`config.mk`:
```
export PLATFORM = sky130hd
export DESIGN_NAME = fum_sqrt
export DESIGN_NICKNAME = d
export VERILOG_FILES = /design/src/fum_pkg.sv /design/src/fum_sqrt.sv
export SDC_FILE = /design/constraint.sdc
export NUM_CORES = 2
export LEC_CHECK = 0
export ABC_AREA = 1
export BUFFER_PORTS_ARGS = -buffer_cell sky130_fd_sc_hd__buf_2
export CAP_MARGIN = 20
export CORE_MARGIN = 5
export CORE_UTILIZATION = 45
export CTS_BUF_LIST = sky130_fd_sc_hd__clkbuf_2 sky130_fd_sc_hd__clkbuf_4 sky130_fd_sc_hd__clkbuf_8
export DETAILED_ROUTE_END_ITERATION = 16
export GPL_TIMING_DRIVEN = 0
export PLACE_DENSITY = 0.71
export SYNTH_ARGS = -nofsm -noshare
export SYNTH_HDL_FRONTEND = slang
export SYNTH_MEMORY_MAX_BITS = 65536
export SYNTH_SLANG_ARGS = --single-unit
export TNS_END_PERCENT = 10
```
`constraint.sdc`:
```
create_clock -name clock -period 327.5 [get_ports clock]
set_clock_uncertainty 0.15 [all_clocks]
set_input_delay 65.5 -clock clock [delete_from_list [all_inputs] [get_ports clock]]
set_output_delay 65.5 -clock clock [all_outputs]
set_load 0.02 [all_outputs]
```
`src/fum_pkg.sv`:
```
// ----------------------------------------------------------------------------
// fum_pkg
// Shared constants, item sideband type and arithmetic helpers of the
// fisheye undistortion map generator.
// ----------------------------------------------------------------------------
package fum_pkg;

   localparam int FRAC_BITS      = 16;
   localparam int MAX_POLY_TERMS = 16;
   localparam int IDX_W          = $clog2(MAX_POLY_TERMS);
   localparam int SQRT_STEPS     = FRAC_BITS + 14;
   localparam int CORDIC_STEPS   = FRAC_BITS + 2;
   localparam int QUO_BITS       = FRAC_BITS + 2;
   localparam int OFS_W          = 14;
   localparam int SUM_W          = 28;
   localparam int ROOT_W         = 31;
   localparam int REM_W          = 34;
   localparam int DREM_W         = 32;
   localparam int CORD_W         = 33;
   localparam int ANG_W          = 20;
   localparam int UNIT_W         = QUO_BITS + 1;
   localparam int DEPTH_W        = 10;

   localparam logic MODE_LOAD = 1'b0;
   localparam logic MODE_MAP  = 1'b1;

   localparam logic [3:0] CSR_ROWS  = 4'd0;
   localparam logic [3:0] CSR_COLS  = 4'd1;
   localparam logic [3:0] CSR_AFF_C = 4'd2;
   localparam logic [3:0] CSR_AFF_D = 4'd3;
   localparam logic [3:0] CSR_AFF_E = 4'd4;
   localparam logic [3:0] CSR_CROW  = 4'd5;
   localparam logic [3:0] CSR_CCOL  = 4'd6;
   localparam logic [3:0] CSR_TERMS = 4'd7;

   localparam logic [31:0] ATAN_Q30 [30] = '{
      32'd843314857, 32'd497837829, 32'd263043837, 32'd133525159, 32'd67021687,
      32'd33543516, 32'd16775851, 32'd8388437, 32'd4194283, 32'd2097149,
      32'd1048575, 32'd524287, 32'd262143, 32'd131071, 32'd65535, 32'd32767,
      32'd16383, 32'd8191, 32'd4095, 32'd2047, 32'd1023, 32'd511, 32'd255,
      32'd127, 32'd63, 32'd31, 32'd15, 32'd8, 32'd4, 32'd2
   };

   typedef struct packed {
      logic                    valid;
      logic                    mode;
      logic [IDX_W-1:0]        coeff_index;
      logic signed [31:0]      coeff_value;
      logic signed [OFS_W-1:0] ofs_a;
      logic signed [OFS_W-1:0] ofs_b;
      logic                    zero;
   } side_type;

   function automatic logic signed [ANG_W-1:0] atan_step(input int i);
      logic [31:0] v;
      v = ATAN_Q30[i] + (32'd1 << (29 - FRAC_BITS));
      return ANG_W'(v >> (30 - FRAC_BITS));
   endfunction

   function automatic logic signed [31:0] sat32(input logic signed [63:0] v);
      if (v > 64'sd2147483647) begin
         return 32'sh7fffffff;
      end else if (v < -64'sd2147483648) begin
         return 32'sh80000000;
      end
      return v[31:0];
   endfunction

endpackage

```
`src/fum_sqrt.sv`:
```
// ----------------------------------------------------------------------------
// fum_sqrt
// Pipelined digit-by-digit square root, one result bit per stage.
// ----------------------------------------------------------------------------
module fum_sqrt (
   input  logic                      clock,
   input  logic                      reset,
   input  logic                      en,
   input  fum_pkg::side_type         side_i,
   input  logic [fum_pkg::SUM_W-1:0] sum_i,
   output fum_pkg::side_type         side_o,
   output logic [fum_pkg::ROOT_W-1:0] root_o
);
   import fum_pkg::*;

   side_type           side_ff [SQRT_STEPS];
   logic [SUM_W-1:0]   sum_ff  [SQRT_STEPS];
   logic [REM_W-1:0]   rem_ff  [SQRT_STEPS];
   logic [ROOT_W-1:0]  root_ff [SQRT_STEPS];
   side_type           side_in [SQRT_STEPS];
   logic [SUM_W-1:0]   sum_in  [SQRT_STEPS];
   logic [REM_W-1:0]   rem_in  [SQRT_STEPS];
   logic [ROOT_W-1:0]  root_in [SQRT_STEPS];

   always_comb begin
      side_type          ps;
      logic [SUM_W-1:0]  psum;
      logic [REM_W-1:0]  prem;
      logic [ROOT_W-1:0] proot;
      logic [1:0]        pair;
      logic [REM_W-1:0]  remw;
      logic [REM_W-1:0]  trial;
      int                p;
      for (int j = 0; j < SQRT_STEPS; j++) begin
         if (j == 0) begin
            ps    = side_i;
            psum  = sum_i;
            prem  = '0;
            proot = '0;
         end else begin
            ps    = side_ff[j-1];
            psum  = sum_ff[j-1];
            prem  = rem_ff[j-1];
            proot = root_ff[j-1];
         end
         p = SQRT_STEPS - 1 - j;
         pair = (p >= FRAC_BITS) ? 2'(psum >> (2 * (p - FRAC_BITS))) : 2'b00;
         remw  = {prem[REM_W-3:0], pair};
         trial = REM_W'({proot, 2'b01});
         side_in[j] = ps;
         sum_in[j]  = psum;
         if (remw >= trial) begin
            rem_in[j]  = remw - trial;
            root_in[j] = {proot[ROOT_W-2:0], 1'b1};
         end else begin
            rem_in[j]  = remw;
            root_in[j] = {proot[ROOT_W-2:0], 1'b0};
         end
      end
   end

   always_ff @(posedge clock) begin
      if (reset) begin
         for (int j = 0; j < SQRT_STEPS; j++) begin
            side_ff[j].valid <= 1'b0;
         end
      end else if (en) begin
         for (int j = 0; j < SQRT_STEPS; j++) begin
            side_ff[j] <= side_in[j];
            sum_ff[j]  <= sum_in[j];
            rem_ff[j]  <= rem_in[j];
            root_ff[j] <= root_in[j];
         end
      end
   end

   assign side_o = side_ff[SQRT_STEPS-1];
   assign root_o = root_ff[SQRT_STEPS-1];

endmodule

```
==> results by group <==
Cells and area
  – Area growth syn-to-layout: 13.1%
  – Fillers: 31,600
  – Most common cell after layout, fill and taps aside: nand2_1
  – Design Area, Final: 181,000 um^2
  – Commonest cells after routing, fill and taps aside: nand2_1 (4,474), edfxtp_1 (3,523), inv_1 (2,397)
  – Share of cells above drive strength 1: 11.0%
  – Final nets: 16,400
  – End-of-flow core utilization: 51.0%
  – Layout Cells excl Fill: 21,000

CTS
  – TritonCTS Buffers: 584
  – Clock Sinks: 3,523
  – CTS HTree Levels: 6
  – Bufs on Longest Clock Path: 4
  – Skew-Pair Late Insertion Delay: 1170 ps
  – Hold-fix buffers at CTS: 0
  – Post-CTS Resized: 0
  – CTS tree: done
  – Root Driver: clkbuf_8
  – Post-CTS setup buffers: 0
  – CTS clk-pin slew, worst paths: 60 ps

Pwr
  – Net Sw Frac: 24.5%
  – P_sw: 0.246 mW
  – Max IR drop VDD: 0.00456 mV
  – Power Dens Cells: 5.53 nW/um^2
  – Combinational share of power: 8.9%
  – Clock power share: 38.2%
  – Leakage: 75.2 nW
  – Sequential share of power: 52.9%
  – P_int: 0.756 mW

Synthesis
  – Largest area contributor in the netlist: edfxtp_1
  – Synthesis-stage register bit count: 3,523
  – Largest cells by area after synthesis: edfxtp_1 (66%), nand2_1 (10%), inv_1 (5.6%)
  – Syn Area/Cell: 10.7 um^2
  – Cell Area, Synth: 160,000 um^2
  – Post-Syn Instances: 14,900
  – Sequential-to-total area share from yosys stat: 66.0%
  – Synth warn: 0
  – Synth cell types: 54
  – Area share of the largest cell type after synthesis: 66.0%

Setup path
  – CP arrival: 69,590 ps
  – CP max stage delay: 640 ps
  – CP max-delay cell: nor2_4
  – Most frequent CP cell: buf_12
  – CP Cell Sequence: buf_2, nor2_4, buf_12, buf_12, buf_12, buf_12, buf_12, buf_12, buf_12, buf_12, buf_12, buf_12, buf_12, buf_12, buf_12
  – Nature of the critical path startpoint: input port
  – CP Capture Type: flip-flop
  – Required @ worst endpoint: 328,190 ps
  – Crit-path max FO: 36
  – Buf/Inv on CP: 14
  – CP Class: in2reg
  – CP top delay family: buffers and inverters
  – Setup crit start: reset
  – Worst R2R Start: rem_ff[0][511]

Floorplanning
  – Die W: 607 um
  – Num ports: 196
  – Num rows: 219
  – Starting Density: 45.1%
  – Core area: 355,000 um^2
  – Die Height: 607 um
  – Die area: 368,000 um^2

Routing
  – DRC viols: 0
  – First drt pass iteration count: 6
  – Via count: 101,000
  – Total length of routed wires: 355,000 um
  – Post-DRT Antenna Nets: 0
  – Number of DRC markers in iteration 0: 6,963
  – Via-to-Cell Ratio: 4.80
  – Drt wl/cell: 16.9 um

Timing
  – Minimum clock period: 68,910 ps
  – RSZ-0062 raised after global routing: false
  – Hold Fails Final Rpt: 0
  – Fmax: 14.5 MHz
  – Slack of the critical path: 258,590 ps
  – Final setup viols: 0
  – Slew @ Worst Pin: 806 ps
  – Worst rel slew slack: 46.1%
  – Slew Limit Fails: 0
  – Fin Hold WS: 220 ps
  – Post-route clock period utilization: 21.0%

Place
  – Placed cell count: 20,000
  – I/O Buffers: 194
  – DPL Wire Length: 270,000 um
  – Place WS: 257,380 ps
  – Placed instance area: 170,000 um^2
  – GPL Wtd Cong: 0.911

Global routing
  – Initial antenna violation count: 5
  – First-pass GRT wire length: 552,000 um
  – Number of global-route vias before repair: 99,400
  – Global route overflow: 0
  – Largest net degree at the start of global routing: 39
  – Total track usage: 19.0%

Hold path
  – Hold Crit Class: reg2reg
  – Hold wc startpoint: side_ff[0][973]

Run status
  – Outcome: completed

Job
  – Max Cap Viol: 0
## per-layer routing
layer / global-route usage (%) / vias up / part of all wire, %
li1: - / 51200 / -
met5: 0 / - / 0.0076
met1: 25.1 / 46800 / 44
met2: 32.6 / 2212 / 48
met4: 6.24 / 4 / 3.2
met3: 2.62 / 635 / 4.3
## flip-flops by register name, indices dropped and copies added, names as in the netlist
signal	flops
root_ff	449
side_ff	2010
sum_ff	182
rem_ff	882
## stage by stage
stage / setup TNS [ps] / power [mW]
6_report: 0 / 1.00
3_3_place_gp: -49250 / 0.773
3_5_place_dp: 0 / 0.628
4_1_cts: 0 / 1.02
5_1_grt: 0 / 1.05
2_1_floorplan: 0 / 0.706
## logic make-up (layout without fill, tap and decap cells)
family | after synthesis | in the layout | share of synthesized area [%]
buf+inv | 2646 | 3991 | 6.83
xor+xnor | 334 | 334 | 1.83
fa+ha+maj | 480 | 480 | 3.82
flops | 3523 | 3523 | 66.0
simple gates | 7010 | 7010 | 18.2
compound gates | 920 | 920 | 3.31
other cells | 1 | 4 | 0.00234
## synth_stat cells, drive strengths merged
| library cell | number |
|---|---|
| nand2 | 4536 |
| fa | 15 |
| clkbuf | 3 |
| clkinv | 1 |
| nand3 | 782 |
| a211oi | 1 |
| o2111ai | 1 |
| nand3b | 61 |
| a21oi | 550 |
| nor3b | 9 |
| xnor2 | 132 |
| nor4 | 8 |
| nand4 | 206 |
| o211ai | 2 |
| edfxtp | 3523 |
| o21bai | 33 |
| and2 | 16 |
| buf | 201 |
| xor2 | 202 |
| and3 | 15 |
| nor2b | 3 |
| or2 | 39 |
| a21o | 4 |
| conb | 1 |
| nor3 | 195 |
| nor2 | 1140 |
| a21boi | 7 |
| ha | 465 |
| o21ai | 312 |
| o21a | 5 |
| a31oi | 5 |
| inv | 2441 |
## path summary, 6_finish.rpt
| path | end | slack, ps | cells after the start |
|---|---|---|---|
| max | sum_ff[0][199] | 258590 | 15 |
| min | side_ff[0][1040] | 220 | 0 |
| max reg2reg | rem_ff[1][25] | 323870 | 14 |
| min reg2reg | side_ff[0][1040] | 220 | 0 |
## power groups by stage
stage	Sequential, mW	Combinational, mW	Clock, mW
5_1_grt	0.531	0.100	0.420
3_5_place_dp	0.539	0.0888	0
3_3_place_gp	0.688	0.0849	0
4_1_cts	0.530	0.0892	0.398
6_report	0.530	0.0889	0.383
2_1_floorplan	0.643	0.0621	0
## worst register-to-register path: cells and delay by family (launching register included)
| kind | cells | cell delay, ps |
|---|---|---|
| compound gates | 1 | 530 |
| fa+ha+maj | 2 | 650 |
| buf+inv | 5 | 670 |
| flops | 1 | 510 |
| simple gates | 6 | 830 |
## layout make-up
class                           count  area, um^2  area share [%]
Timing Repair Buffer              309        3370            1.86
Antenna cell                        2        5.00         0.00276
Tap cell                         4751        5940            3.28
Multi-Input combinational cell   8746       43500            24.0
Sequential cell                  3523      106000            58.4
Clock buffer                      754        9350            5.16
Inverter                         2442        9200            5.08
Buffer                            204        1740           0.962
Clock inverter                    282        2300            1.27
Note: power is estimated with default switching activity, not from simulation.
